<file path="src/stereo_rms_level_tracker_top_defines.svh">
// Assertion macros for the stereo RMS level tracker.
// Used by stereo_rms_level_tracker_top; expects clk and rst_n in scope.
`ifndef STEREO_RMS_LEVEL_TRACKER_TOP_DEFINES_SVH
`define STEREO_RMS_LEVEL_TRACKER_TOP_DEFINES_SVH
`ifndef SYNTHESIS
// Check that the consequent holds in the same cycle as the antecedent
`define SRLT_ASSERT_IMPLY(label, ante, cons) \
    label: assert property (@(posedge clk) disable iff (!rst_n) (ante) |-> (cons)) \
        else $error("srlt same-cycle check failed");
// Check that the consequent holds in the cycle after the antecedent
`define SRLT_ASSERT_NEXT(label, ante, cons) \
    label: assert property (@(posedge clk) disable iff (!rst_n) (ante) |=> (cons)) \
        else $error("srlt next-cycle check failed");
`else
`define SRLT_ASSERT_IMPLY(label, ante, cons)
`define SRLT_ASSERT_NEXT(label, ante, cons)
`endif
`endif

</file>
<file path="src/srlt_pkg.sv">
// Shared constants, types and arithmetic helpers for the stereo RMS level tracker.
// No dependencies; imported by the interfaces, the modules and the testbench.
package srlt_pkg;

    // Block length in sample pairs; must be a power of two
    localparam int BLOCK_LEN  = 256;
    localparam int BLOCK_LOG2 = $clog2(BLOCK_LEN);
    localparam int CNT_W      = BLOCK_LOG2;

    localparam int SAMPLE_W = 16;
    localparam int LEVEL_W  = 16;

    // Gain of 1.8 as 29491 / 2^14; scaled samples span -58982..58980
    localparam int                          SCALED_W   = 17;
    localparam int                          GAIN_SHIFT = 14;
    localparam int                          GAIN_PROD_W = 2 * SAMPLE_W;
    localparam logic signed [SAMPLE_W-1:0]  GAIN_NUM   = 16'sd29491;

    // Square of a scaled sample fits 32 unsigned bits
    localparam int SQ_W     = 32;
    localparam int SQ_PROD_W = 2 * SCALED_W;
    localparam int SUM_W    = SQ_W + 1 + BLOCK_LOG2;
    localparam int MEAN_W   = SUM_W - BLOCK_LOG2 - 1;

    // Square root unit
    localparam int ROOT_W = MEAN_W / 2;
    localparam int REM_W  = ROOT_W + 1;
    localparam int STEP_W = $clog2(ROOT_W);

    // Smoothing weights (0.93 and 0.07 in Q0.16, summing to 65536)
    localparam int                  PROD_W     = 2 * LEVEL_W;
    localparam logic [LEVEL_W-1:0]  SMOOTH_OLD = 16'd60948;
    localparam logic [LEVEL_W-1:0]  SMOOTH_NEW = 16'd4588;

    // Reset values
    localparam logic [LEVEL_W-1:0] MIN_THR_RESET = 16'd328;
    localparam logic [LEVEL_W-1:0] DECAY_RESET   = 16'd6554;
    localparam logic [LEVEL_W-1:0] THR_RESET     = 16'd328;

    // Configuration register map
    localparam int CFG_IDX_W = 4;
    typedef enum logic [CFG_IDX_W-1:0] {
        REG_MIN_THRESHOLD = CFG_IDX_W'(0),
        REG_DECAY_RATE    = CFG_IDX_W'(1)
    } cfg_reg_t;

    // Queue between front and back end
    localparam int Q_DEPTH = 2;
    localparam int Q_PTR_W = $clog2(Q_DEPTH);
    localparam int Q_CNT_W = $clog2(Q_DEPTH + 1);

    typedef struct packed {
        logic full;
        logic empty;
    } q_status_t;

    // Back end sequencer states
    typedef enum logic [2:0] {
        BK_IDLE,
        BK_SQRT,
        BK_MUL1,
        BK_MUL2,
        BK_UPDATE
    } back_state_t;

    // Scale a sample by the gain, rounding toward minus infinity
    function automatic logic signed [SCALED_W-1:0] apply_gain(
        input logic signed [SAMPLE_W-1:0] s
    );
        logic signed [GAIN_PROD_W-1:0] p;
        p = s * GAIN_NUM;
        return p[SCALED_W+GAIN_SHIFT-1:GAIN_SHIFT];
    endfunction

    // Square of a scaled sample, always non-negative
    function automatic logic [SQ_W-1:0] square(
        input logic signed [SCALED_W-1:0] x
    );
        logic signed [SQ_PROD_W-1:0] p;
        p = x * x;
        return p[SQ_W-1:0];
    endfunction

endpackage

</file>
<file path="src/srlt_if.sv">
// Handshake channel interfaces: sample pairs in, level results out, register writes.
// Depends on srlt_pkg for field widths.
interface srlt_in_if import srlt_pkg::*; ();
    logic                       valid;
    logic                       ready;
    logic signed [SAMPLE_W-1:0] left_sample;
    logic signed [SAMPLE_W-1:0] right_sample;

    modport source (output valid, output left_sample, output right_sample, input ready);
    modport sink   (input valid, input left_sample, input right_sample, output ready);
endinterface

interface srlt_out_if import srlt_pkg::*; ();
    logic               valid;
    logic               ready;
    logic [LEVEL_W-1:0] rms_level;
    logic [LEVEL_W-1:0] smoothed_level;
    logic [LEVEL_W-1:0] peak_threshold;
    logic [LEVEL_W-1:0] block_count;

    modport source (output valid, output rms_level, output smoothed_level,
                    output peak_threshold, output block_count, input ready);
    modport sink   (input valid, input rms_level, input smoothed_level,
                    input peak_threshold, input block_count, output ready);
endinterface

interface srlt_cfg_if import srlt_pkg::*; ();
    logic                 valid;
    logic                 ready;
    logic [CFG_IDX_W-1:0] reg_index;
    logic [LEVEL_W-1:0]   wdata;

    modport source (output valid, output reg_index, output wdata, input ready);
    modport sink   (input valid, input reg_index, input wdata, output ready);
endinterface

</file>
<file path="src/srlt_front.sv">
// Front end: accepts sample pairs, scales, squares and accumulates them per block.
// Depends on srlt_pkg and srlt_in_if; pushes each block mean into the queue.
module srlt_front import srlt_pkg::*; (
    input  logic              clk,
    input  logic              rst_n,
    srlt_in_if.sink           samples,
    input  q_status_t         q_status,
    output logic              push,
    output logic [MEAN_W-1:0] push_mean
);

    logic                       sc_valid_reg;
    logic                       sc_last_reg;
    logic signed [SCALED_W-1:0] sc_l_reg;
    logic signed [SCALED_W-1:0] sc_r_reg;
    logic                       sq_valid_reg;
    logic                       sq_last_reg;
    logic [SQ_W-1:0]            sq_l_reg;
    logic [SQ_W-1:0]            sq_r_reg;
    logic [CNT_W-1:0]           cnt_reg;
    logic [SUM_W-1:0]           acc_reg;
    logic [SUM_W-1:0]           acc_sum;
    logic                       stall;
    logic                       en;
    logic                       accept;

    // Hold the whole pipe when a block end meets a full queue
    assign stall         = sq_valid_reg && sq_last_reg && q_status.full;
    assign en            = !stall;
    assign samples.ready = en;
    assign accept        = samples.valid && en;

    // Add both squares to the running sum
    assign acc_sum   = acc_reg + SUM_W'(sq_l_reg) + SUM_W'(sq_r_reg);
    assign push      = sq_valid_reg && sq_last_reg && en;
    assign push_mean = acc_sum[SUM_W-1:BLOCK_LOG2+1];

    // Advance valid flags, pair count and accumulator
    always_ff @(posedge clk or negedge rst_n) begin
        if (!rst_n) begin
            sc_valid_reg <= 1'b0;
            sq_valid_reg <= 1'b0;
            cnt_reg      <= '0;
            acc_reg      <= '0;
        end else if (en) begin
            sc_valid_reg <= samples.valid;
            sq_valid_reg <= sc_valid_reg;
            if (accept) begin
                cnt_reg <= cnt_reg + CNT_W'(1);
            end
            if (sq_valid_reg) begin
                acc_reg <= sq_last_reg ? '0 : acc_sum;
            end
        end
    end

    // Scale, then square
    always_ff @(posedge clk) begin
        if (en) begin
            sc_last_reg <= (cnt_reg == CNT_W'(BLOCK_LEN - 1));
            sc_l_reg    <= apply_gain(samples.left_sample);
            sc_r_reg    <= apply_gain(samples.right_sample);
            sq_last_reg <= sc_last_reg;
            sq_l_reg    <= square(sc_l_reg);
            sq_r_reg    <= square(sc_r_reg);
        end
    end

endmodule

</file>
<file path="src/srlt_queue.sv">
// Two-entry queue of block means between the front end and the back end.
// Depends on srlt_pkg.
module srlt_queue import srlt_pkg::*; (
    input  logic              clk,
    input  logic              rst_n,
    input  logic              push,
    input  logic [MEAN_W-1:0] push_data,
    input  logic              pop,
    output logic [MEAN_W-1:0] pop_data,
    output q_status_t         status
);

    logic [MEAN_W-1:0]  mem_reg [Q_DEPTH];
    logic [Q_PTR_W-1:0] wr_ptr_reg;
    logic [Q_PTR_W-1:0] rd_ptr_reg;
    logic [Q_CNT_W-1:0] count_reg;

    assign status.full  = (count_reg == Q_CNT_W'(Q_DEPTH));
    assign status.empty = (count_reg == '0);
    assign pop_data     = mem_reg[rd_ptr_reg];

    // Advance pointers and fill level
    always_ff @(posedge clk or negedge rst_n) begin
        if (!rst_n) begin
            wr_ptr_reg <= '0;
            rd_ptr_reg <= '0;
            count_reg  <= '0;
        end else begin
            if (push) begin
                wr_ptr_reg <= (wr_ptr_reg == Q_PTR_W'(Q_DEPTH - 1)) ? '0
                                                                   : wr_ptr_reg + Q_PTR_W'(1);
            end
            if (pop) begin
                rd_ptr_reg <= (rd_ptr_reg == Q_PTR_W'(Q_DEPTH - 1)) ? '0
                                                                   : rd_ptr_reg + Q_PTR_W'(1);
            end
            if (push && !pop) begin
                count_reg <= count_reg + Q_CNT_W'(1);
            end else if (pop && !push) begin
                count_reg <= count_reg - Q_CNT_W'(1);
            end
        end
    end

    // Store entries
    always_ff @(posedge clk) begin
        if (push) begin
            mem_reg[wr_ptr_reg] <= push_data;
        end
    end

endmodule

</file>
<file path="src/srlt_back.sv">
// Back end: square root of the block mean, smoothing, threshold decay and result register.
// Depends on srlt_pkg and srlt_out_if; pops block means from the queue.
module srlt_back import srlt_pkg::*; (
    input  logic               clk,
    input  logic               rst_n,
    input  q_status_t          q_status,
    input  logic [MEAN_W-1:0]  q_data,
    output logic               pop,
    input  logic [LEVEL_W-1:0] min_threshold,
    input  logic [LEVEL_W-1:0] decay_rate,
    srlt_out_if.source         results
);

    back_state_t        state_reg, state_next;
    logic [MEAN_W-1:0]  rad_reg, rad_next;
    logic [REM_W-1:0]   rem_reg, rem_next;
    logic [ROOT_W-1:0]  root_reg, root_next;
    logic [STEP_W-1:0]  step_reg, step_next;
    logic [PROD_W-1:0]  p_old_reg, p_old_next;
    logic [PROD_W-1:0]  p_new_reg, p_new_next;
    logic [LEVEL_W-1:0] gap_reg, gap_next;
    logic               below_reg, below_next;
    logic [LEVEL_W-1:0] dstep_reg, dstep_next;
    logic [LEVEL_W-1:0] smooth_reg, smooth_next;
    logic [LEVEL_W-1:0] thr_reg, thr_next;
    logic [LEVEL_W-1:0] blocks_reg, blocks_next;
    logic [LEVEL_W-1:0] rms_out_reg, rms_out_next;
    logic               out_valid_reg, out_valid_next;

    logic [REM_W+1:0]   rem_sh;
    logic [REM_W+1:0]   trial;
    logic               fits;
    logic [REM_W+1:0]   rem_diff;
    logic [PROD_W-1:0]  gap_prod;
    logic [PROD_W:0]    smooth_sum;
    logic [LEVEL_W-1:0] thr_decayed;
    logic [LEVEL_W-1:0] thr_new;

    // One digit of the restoring square root per cycle
    assign rem_sh   = {rem_reg, rad_reg[MEAN_W-1 -: 2]};
    assign trial    = {1'b0, root_reg, 2'b01};
    assign fits     = (rem_sh >= trial);
    assign rem_diff = rem_sh - trial;

    // Threshold decay and smoothing arithmetic
    assign gap_prod    = gap_reg * decay_rate;
    assign smooth_sum  = {1'b0, p_old_reg} + {1'b0, p_new_reg};
    assign thr_decayed = below_reg ? thr_reg + dstep_reg : thr_reg - dstep_reg;
    assign thr_new     = (root_reg > thr_decayed) ? root_reg : thr_decayed;

    // Root is at most 16 bits, so the level never needs clamping
    assign results.valid          = out_valid_reg;
    assign results.rms_level      = rms_out_reg;
    assign results.smoothed_level = smooth_reg;
    assign results.peak_threshold = thr_reg;
    assign results.block_count    = blocks_reg;

    // Sequence one block through root, products and update
    always_comb begin
        state_next     = state_reg;
        pop            = 1'b0;
        rad_next       = rad_reg;
        rem_next       = rem_reg;
        root_next      = root_reg;
        step_next      = step_reg;
        p_old_next     = p_old_reg;
        p_new_next     = p_new_reg;
        gap_next       = gap_reg;
        below_next     = below_reg;
        dstep_next     = dstep_reg;
        smooth_next    = smooth_reg;
        thr_next       = thr_reg;
        blocks_next    = blocks_reg;
        rms_out_next   = rms_out_reg;
        out_valid_next = out_valid_reg && !results.ready;
        unique case (state_reg)
            BK_IDLE: begin
                if (!q_status.empty) begin
                    pop        = 1'b1;
                    rad_next   = q_data;
                    rem_next   = '0;
                    root_next  = '0;
                    step_next  = '0;
                    state_next = BK_SQRT;
                end
            end
            BK_SQRT: begin
                rad_next  = {rad_reg[MEAN_W-3:0], 2'b00};
                rem_next  = fits ? rem_diff[REM_W-1:0] : rem_sh[REM_W-1:0];
                root_next = {root_reg[ROOT_W-2:0], fits};
                step_next = step_reg + STEP_W'(1);
                if (step_reg == STEP_W'(ROOT_W - 1)) begin
                    state_next = BK_MUL1;
                end
            end
            BK_MUL1: begin
                p_old_next = smooth_reg * SMOOTH_OLD;
                below_next = (thr_reg < min_threshold);
                gap_next   = (thr_reg < min_threshold) ? min_threshold - thr_reg
                                                        : thr_reg - min_threshold;
                state_next = BK_MUL2;
            end
            BK_MUL2: begin
                p_new_next = root_reg * SMOOTH_NEW;
                dstep_next = gap_prod[PROD_W-1:LEVEL_W];
                state_next = BK_UPDATE;
            end
            BK_UPDATE: begin
                // Wait for the result register to drain
                if (!out_valid_reg || results.ready) begin
                    smooth_next    = smooth_sum[PROD_W-1:LEVEL_W];
                    thr_next       = thr_new;
                    blocks_next    = blocks_reg + LEVEL_W'(1);
                    rms_out_next   = root_reg;
                    out_valid_next = 1'b1;
                    state_next     = BK_IDLE;
                end
            end
            default: begin
                state_next = BK_IDLE;
            end
        endcase
    end

    // Control and level state
    always_ff @(posedge clk or negedge rst_n) begin
        if (!rst_n) begin
            state_reg     <= BK_IDLE;
            step_reg      <= '0;
            smooth_reg    <= '0;
            thr_reg       <= THR_RESET;
            blocks_reg    <= '0;
            out_valid_reg <= 1'b0;
        end else begin
            state_reg     <= state_next;
            step_reg      <= step_next;
            smooth_reg    <= smooth_next;
            thr_reg       <= thr_next;
            blocks_reg    <= blocks_next;
            out_valid_reg <= out_valid_next;
        end
    end

    // Datapath registers
    always_ff @(posedge clk) begin
        rad_reg     <= rad_next;
        rem_reg     <= rem_next;
        root_reg    <= root_next;
        p_old_reg   <= p_old_next;
        p_new_reg   <= p_new_next;
        gap_reg     <= gap_next;
        below_reg   <= below_next;
        dstep_reg   <= dstep_next;
        rms_out_reg <= rms_out_next;
    end

endmodule

</file>
<file path="src/stereo_rms_level_tracker_top.sv">
// Stereo RMS level tracker: one sample pair accepted per clock while the queue has room.
// From the last pair of a block to result valid: the front scale and square stages, the queue,
// the 16-step square root, two multiply steps and the update.
// The back end finishes a block well before a 256-pair block can arrive; the input stalls
// only when results are held off and the two-entry queue fills. Reset clears counts, sums,
// smoothed level and block count, and loads threshold and registers with 328 and 6554.
`include "stereo_rms_level_tracker_top_defines.svh"
module stereo_rms_level_tracker_top import srlt_pkg::*; (
    input  logic        clk,
    input  logic        rst_n,
    srlt_in_if.sink     samples,
    srlt_out_if.source  results,
    srlt_cfg_if.sink    cfg
);

    logic [LEVEL_W-1:0] min_thr_reg;
    logic [LEVEL_W-1:0] decay_reg;
    logic               q_push;
    logic               q_pop;
    logic [MEAN_W-1:0]  push_mean;
    logic [MEAN_W-1:0]  q_data;
    q_status_t          q_status;

    // Register writes are always taken
    assign cfg.ready = 1'b1;

    // Decode register writes; drop unknown indexes
    always_ff @(posedge clk or negedge rst_n) begin
        if (!rst_n) begin
            min_thr_reg <= MIN_THR_RESET;
            decay_reg   <= DECAY_RESET;
        end else if (cfg.valid) begin
            unique case (cfg.reg_index)
                REG_MIN_THRESHOLD: min_thr_reg <= cfg.wdata;
                REG_DECAY_RATE:    decay_reg   <= cfg.wdata;
                default: begin
                end
            endcase
        end
    end

    srlt_front u_front (
        .clk       (clk),
        .rst_n     (rst_n),
        .samples   (samples),
        .q_status  (q_status),
        .push      (q_push),
        .push_mean (push_mean)
    );

    srlt_queue u_queue (
        .clk       (clk),
        .rst_n     (rst_n),
        .push      (q_push),
        .push_data (push_mean),
        .pop       (q_pop),
        .pop_data  (q_data),
        .status    (q_status)
    );

    srlt_back u_back (
        .clk           (clk),
        .rst_n         (rst_n),
        .q_status      (q_status),
        .q_data        (q_data),
        .pop           (q_pop),
        .min_threshold (min_thr_reg),
        .decay_rate    (decay_reg),
        .results       (results)
    );

    // Queue and stall consistency
    `SRLT_ASSERT_IMPLY(a_no_overflow, q_push, !q_status.full)
    `SRLT_ASSERT_IMPLY(a_pop_nonempty, q_pop, !q_status.empty)
    `SRLT_ASSERT_IMPLY(a_stall_on_full, !samples.ready, q_status.full)
    `SRLT_ASSERT_NEXT(a_push_fills, q_push && !q_pop, !q_status.empty)

endmodule

</file>
<file path="src/flat_wrapper.sv">
// flat-port wrapper written by rule: the top's interface ports become plain ports
module stereo_rms_level_tracker_top_flat import srlt_pkg::*;
  (clk, rst_n, samples_valid, samples_left_sample, samples_right_sample, samples_ready, results_valid, results_rms_level, results_smoothed_level, results_peak_threshold, results_block_count, results_ready, cfg_valid, cfg_reg_index, cfg_wdata, cfg_ready);
  srlt_in_if samples_i ();
  srlt_out_if results_i ();
  srlt_cfg_if cfg_i ();
  input  logic clk;
  input  logic rst_n;
  input wire logic [$bits(samples_i.valid)-1:0] samples_valid;
  input wire logic [$bits(samples_i.left_sample)-1:0] samples_left_sample;
  input wire logic [$bits(samples_i.right_sample)-1:0] samples_right_sample;
  output wire logic [$bits(samples_i.ready)-1:0] samples_ready;
  output wire logic [$bits(results_i.valid)-1:0] results_valid;
  output wire logic [$bits(results_i.rms_level)-1:0] results_rms_level;
  output wire logic [$bits(results_i.smoothed_level)-1:0] results_smoothed_level;
  output wire logic [$bits(results_i.peak_threshold)-1:0] results_peak_threshold;
  output wire logic [$bits(results_i.block_count)-1:0] results_block_count;
  input wire logic [$bits(results_i.ready)-1:0] results_ready;
  input wire logic [$bits(cfg_i.valid)-1:0] cfg_valid;
  input wire logic [$bits(cfg_i.reg_index)-1:0] cfg_reg_index;
  input wire logic [$bits(cfg_i.wdata)-1:0] cfg_wdata;
  output wire logic [$bits(cfg_i.ready)-1:0] cfg_ready;
  assign samples_i.valid = samples_valid;
  assign samples_i.left_sample = samples_left_sample;
  assign samples_i.right_sample = samples_right_sample;
  assign samples_ready = samples_i.ready;
  assign results_valid = results_i.valid;
  assign results_rms_level = results_i.rms_level;
  assign results_smoothed_level = results_i.smoothed_level;
  assign results_peak_threshold = results_i.peak_threshold;
  assign results_block_count = results_i.block_count;
  assign results_i.ready = results_ready;
  assign cfg_i.valid = cfg_valid;
  assign cfg_i.reg_index = cfg_reg_index;
  assign cfg_i.wdata = cfg_wdata;
  assign cfg_ready = cfg_i.ready;
  stereo_rms_level_tracker_top u_core (.clk(clk), .rst_n(rst_n), .samples(samples_i), .results(results_i), .cfg(cfg_i));
endmodule
</file>
<file path="config.mk">
export PLATFORM = sky130hd
export DESIGN_NAME = stereo_rms_level_tracker_top_flat
export DESIGN_NICKNAME = d
export VERILOG_FILES = /design/src/srlt_pkg.sv /design/src/srlt_if.sv /design/src/srlt_front.sv /design/src/srlt_queue.sv /design/src/srlt_back.sv /design/src/stereo_rms_level_tracker_top.sv /design/src/flat_wrapper.sv
export VERILOG_INCLUDE_DIRS = /design/src /design/src/src
export SDC_FILE = /design/constraint.sdc
export NUM_CORES = 2
export LEC_CHECK = 0
export BUFFER_PORTS_ARGS = -buffer_cell sky130_fd_sc_hd__buf_2
export CAP_MARGIN = 20
export CORE_AREA = 2 2 340 342
export CTS_CLUSTER_DIAMETER = 60
export CTS_CLUSTER_SIZE = 16
export DETAILED_ROUTE_END_ITERATION = 7
export DIE_AREA = 0 0 342 344
export GPL_TIMING_DRIVEN = 0
export HOLD_SLACK_MARGIN = 0.15
export PLACE_DENSITY = 0.8
export SYNTH_ARGS = -nofsm -noshare
export SYNTH_HDL_FRONTEND = slang
export SYNTH_HIERARCHICAL = 1
export SYNTH_SLANG_ARGS = --single-unit
</file>
<file path="constraint.sdc">
create_clock -name clk -period 7.8 [get_ports clk]
set_input_delay 0.39 -clock clk [delete_from_list [all_inputs] [get_ports clk]]
set_output_delay 0.39 -clock clk [all_outputs]
set_load 0.02 [all_outputs]
</file>
* Word level (Yosys, flattened, before mapping)
Memory sizes are Yosys's and may differ from the RTL's.
Cells that the tools add are included.
** Operators by class
- $mul :: 7
- Order comparisons :: 3
- Equal/unequal tests :: 11
- Mux-type cells :: 27
- Reduce and logical (&&, ||, !) cells :: 25
- Bitwise logic cells :: 1
- Add/sub/neg operators :: 15
** Operators by type and width (number)
- adder 41 x 32 -> 41 bit :: 2
- multiplier 17 x 17 -> 32 bit :: 2
- two-way mux 16 bit :: 4
- one-hot mux 32 bit (2 select lines) :: 1
- multiplier 16 x 16 -> 31 bit, second input constant :: 2
- subtractor 16 bit :: 3
- two-way mux 41 bit :: 1
- two-way mux 17 bit :: 2
- one-hot mux 17 bit (2 select lines) :: 1
- adder 32 x 29 -> 32 bit :: 1
- multiplier 16 x 16 -> 32 bit :: 1
- two-way mux 32 bit :: 1
- one-hot mux 16 bit (2 select lines) :: 1
- multiplier 16 x 14 -> 30 bit, second input constant :: 1
- multiplier 16 x 11 -> 27 bit, second input constant :: 1
- greater-or-equal comparator 19 x 18 -> 1 bit :: 1
- subtractor 17 bit :: 1
- adder 16 x 1 -> 16 bit, second input constant :: 1
- adder 16 bit :: 1
- greater-than comparator 16 bit :: 1
- < comparator 16 bit :: 1
- one-hot mux 3 bit (5 select lines) :: 1
- AND reduction 2 bit :: 6
- two-way mux 3 bit :: 3
- other kinds (26) :: 49
** Storage, ports and cells
- Memory bits (writable) :: 64
- Output and inout port bits :: 67
- Memories kept :: 1
- Word-level logic and storage cells :: 120
- Bits in registers :: 414
- Input bits :: 57
** Memory list
- u_core.u_queue.mem_reg :: words 2, bits a word 32, rd ports 1, clocked after memory_dff 0, wr ports 1, line srlt_queue.sv:13 : logic [MEAN_W-1:0] mem_reg [Q_DEPTH];

* Longest topological paths before layout
- Depth in word-level cells :: 8
- Mapped depth :: 25
- Mapped depth without buffers :: 24

* Cells and area by module
Netlist, hierarchy kept.
** Modules (own cells, without submodules)
- srlt_front :: cells each 3591, sequential area each 4219.0 µm², area an instance 35803.1 µm², times used 1
- srlt_back :: cells each 2883, sequential area each 6540.0 µm², area an instance 28110.7 µm², times used 1
- srlt_queue :: cells each 116, sequential area each 2021.9 µm², area an instance 2648.8 µm², times used 1
- stereo_rms_level_tracker_top :: cells each 72, sequential area each 813.3 µm², area an instance 1301.2 µm², times used 1

* Least setup slack after synthesis
No wires, ideal clock.
- Path type :: register -> register
- From :: register u_core.decay_reg[3]
- To :: register u_core.u_back.dstep_reg[12], data pin
- Data arrival time :: 6.237 ns
- Stages on the path, launching flop included :: 22
- Setup slack :: 1.297 ns
- Data required time :: 7.534 ns
- Buffers on the path :: 1
- Clock period less this slack :: 6.503 ns
- Library setup time :: 0.266 ns
- Cells stage by stage :: dfstp_2 clkbuf_1 nand2_1 fa_1 fa_1 fa_1 inv_1 fa_1 fa_1 inv_1 fa_1 inv_1 ha_1 a21o_1 a21o_1 a21o_1 a2111o_1 o22a_1 a21oi_1 nor3_1 o41ai_1 xnor2_1
** On the way
- Longest elaborated chain between the ends :: 1
** Ends and longest elaborated chain
- start: declaration :: line stereo_rms_level_tracker_top.sv:17 : logic [LEVEL_W-1:0] decay_reg;
- start signal: assignment :: line stereo_rms_level_tracker_top.sv:35 : REG_DECAY_RATE: decay_reg <= cfg.wdata;
- multiplier 16 x 16 -> 32 bit :: line srlt_back.sv:46 : assign gap_prod = gap_reg * decay_rate;
- named net u_core.u_back.gap_prod[28] :: line srlt_back.sv:34 : logic [PROD_W-1:0] gap_prod;
- end signal: assignment :: line srlt_back.sv:153 : dstep_reg <= dstep_next;
- end: declaration :: line srlt_back.sv:23 : logic [LEVEL_W-1:0] dstep_reg, dstep_next;
The timed path passes the listed nets, and every way through them passes these cells.
A chain may end at the register's enable or synchronous reset.

* Final worst setup path
- From :: register u_core.u_back.gap_reg[9]
- To :: register u_core.u_back.dstep_reg[12], data pin
** On the way
- Longest elaborated chain between the ends :: 1
** Ends and longest elaborated chain
- start: declaration :: line srlt_back.sv:21 : logic [LEVEL_W-1:0] gap_reg, gap_next;
- start signal: assignment :: line srlt_back.sv:151 : gap_reg <= gap_next;
- multiplier 16 x 16 -> 32 bit :: line srlt_back.sv:46
- named net u_core.u_back.gap_prod[28] :: line srlt_back.sv:34
The timed path passes the listed nets, and every way through them passes these cells.

==> impl_metrics.json <==
{
  "cts.path.max_buffers": 3,
  "crit_type": "flip-flop to flip-flop",
  "crit_arrival_ns": 7.87,
  "fin_crit_sh_pct": 96.31,
  "antenna_found_initial": 1,
  "overflow": 0,
  "fin_tns_setup_ns": 0,
  "synth_nets": 8607,
  "ff2ff_setup_slack_ns": 0.29,
  "synthesis.area_um2": 67860,
  "slew_viol_final": 0,
  "ys.flop_type": "edfxtp_1",
  "hp-start": "results_ready",
  "yosys_warnings": 6,
  "rsz0062_at_grt": "no",
  "layout_common_cells": "inv_1 (1517), fa_1 (1069), ha_1 (819)",
  "min_path_type": "input port to flip-flop",
  "clk_pin_slew_ns": 0.07,
  "grtUsageTotal_pct": 26.28,
  "synth_cell_types": 102,
  "drc": 0,
  "syn_avg_cell_area_um2": 10.19,
  "place_area_um2": 70600,
  "status": "complete, but fails checks",
  "rows": 124,
  "port_buffers": 122,
  "grt_pass1_wl_mm": 249.1,
  "place_hpwl_mm": 123.9,
  "cp-end-kind": "flip-flop",
  "critPathRequiredTime_ns": 8.16,
  "die_y_um": 344,
  "postSynthCellCount": 6662,
  "max-cap-violations": 0,
  "drtIter0Drc": 2734,
  "clock-sinks": 476,
  "drive_above_1_share_pct": 5.250,
  "cts_buffers": 44,
  "nFillCells": 8863,
  "start_util_pct": 59.59,
  "final_common_cell": "inv_1",
  "rr_worst_depth": 21,
  "wl_per_cell_um": 17.74,
  "critical_path.max_fanout": 10,
  "design_area_um2": 72270,
  "violations": "antenna violations",
  "critPathLaunchType": "flip-flop",
  "syn_to_final_growth_pct": 6.494,
  "ys_seq_area_share_pct": 20.03,
  "multi_input_area_um2": 47930,
  "clock_skew_ns": 0.03908,
  "worst_pin_slew_ns": 1.077,
  "min_period_ns": 7.512,
  "netlist.area_leader.share_pct": 31.53,
  "whs_path_depth": 3,
  "die_w_um": 342,
  "cts_tree": "built",
  "clockRootBuffer": "clkbuf_16",
  "setup_viol": 0,
  "dieArea_um2": 117600,
  "grt_max_degree": 74,
  "finalWirelength_mm": 149.3,
  "async_flop_share_pct": 30.04,
  "slew_headroom_pct": 27.62,
  "synth.top_cells.by_area": "fa_1 (32%), ha_1 (15%), edfxtp_1 (15%)",
  "grt_pass1_vias": 50210,
  "reg2reg_from": "u_core/u_back/gap_reg[9]",
  "drt-pass1-iter-count": 6,
  "hold_violations": 0,
  "core_area_um2": 113900,
  "post_cts_buffers": 0,
  "place_inst": 8308,
  "final_antenna_net_count": 1,
  "gp_congestion": 0.9377,
  "synth_top_cell_by_area": "fa_1",
  "whs_endpoint": "u_core/u_back/state_reg[2]",
  "clkLatencyLatePin_ns": 0.63,
  "via_per_inst": 5.547,
  "regArea_um2": 13590,
  "clock.fmax_ghz": 0.1331,
  "via_count": 46670,
  "final_util_pct": 63.46,
  "synth_edf_count": 333,
  "ys_ff_latch": 476,
  "nets": 8804,
  "reg2reg_to": "u_core/u_back/dstep_reg[12]",
  "ioPinCount": 124,
  "largest_reg_flops": 64,
  "stdcell_count": 8413,
  "htree_levels": 2,
  "cp-startpoint": "u_core/u_back/gap_reg[9]"
}
==> metal layers <==
metal	vias to the layer above	GRT usage [%]	wire [µm]
li1	21500	-	-
met1	23350	34.09	60470
met2	1469	45.99	74620
met3	350	3.307	9100
met4	2	8.489	5066
met5	-	0	13
==> timing repair <==
item	4_1_cts	5_1_grt
hold endpoints to repair	91	0
hold buffers	17	0
setup endpoints to repair	0	2
resized for setup	0	2
==> cells by family after synthesis <==
logic type	count (synthesis)	share of synthesized area (%)
fa+ha+maj	1889	46.65
buf+inv	1666	9.377
simple gates	1365	9.613
compound gates	812	7.946
flops	476	20.03
xor+xnor	351	4.530
mux	100	1.836
other cells	3	0.01659
==> final cells by class <==
cell class | instances | share of cell area (%)
Antenna cell | 6 | 0.02078
Buffer | 147 | 0.9176
Clock buffer | 63 | 1.711
Clock inverter | 19 | 0.3445
Inverter | 1519 | 7.889
Multi-Input combinational cell | 4520 | 66.32
Sequential cell | 476 | 18.81
Tap cell | 1512 | 2.618
Timing Repair Buffer | 151 | 1.366
==> Yosys cell counts (all sizes together) (13+ instances only) <==
cell type and instances:
inv 1518, fa 1069, ha 819, nand2 583, edfxtp 333, a21oi 248
xnor2 246, and2 243, nor2 215, o21ai 145, clkbuf 130, dfrtp 130
xor2 105, a21o 94, mux2 76, nand3 64, nor2b 55, o21a 41
nand2b 39, nor3 38, o21bai 36, nand4 33, and3 27, a22o 25
a31oi 24, mux2i 24, a211oi 23, o211ai 23, o31ai 22, buf 17
a21boi 13, a31o 13, dfstp 13
==> worst max-delay path, stage by stage (launching register included) <==
cell,delay [ns]
edfxtp_1,0.65
clkbuf_1,0.56
nand2_1,0.18
fa_1,0.59
fa_1,0.44
fa_1,0.53
inv_1,0.06
fa_1,0.48
fa_1,0.55
inv_1,0.05
fa_1,0.52
inv_1,0.04
ha_1,0.30
a21o_1,0.18
a21o_1,0.19
a21o_1,0.20
a2111o_1,0.41
o22a_1,0.29
a21oi_1,0.35
nor3_1,0.15
o41ai_1,0.42
xnor2_1,0.15
==> how the worst max path moves through the flow <==
stage	end	slack [ns]	cells past startpoint
final	u_core/u_back/dstep_reg[12]	0.29	21
after global routing	u_core/u_front/sq_r_reg[30]	0.05	22
after CTS	u_core/u_back/dstep_reg[12]	0.41	21
after detailed placement	u_core/u_back/dstep_reg[12]	0.42	21
after global placement	u_core/u_back/dstep_reg[12]	0.56	21
after floorplan	u_core/u_back/dstep_reg[12]	1.30	21
==> through the flow <==
| step | setup slack, ns | hold slack, ns |
|---|---|---|
| final | 0.2878 | 0.2170 |
| after global routing | 0.05187 | 0.1953 |
| after CTS | 0.4148 | 0.1662 |
| after detailed placement | 0.4218 | 0.4113 |
| after global placement | 0.5649 | 0.4197 |
| after floorplan | 1.297 | 0.09441 |
Power is left out: the tool's default activity adds up to more than one toggle a clock period on the data nets, which glitch-free logic cannot reach.
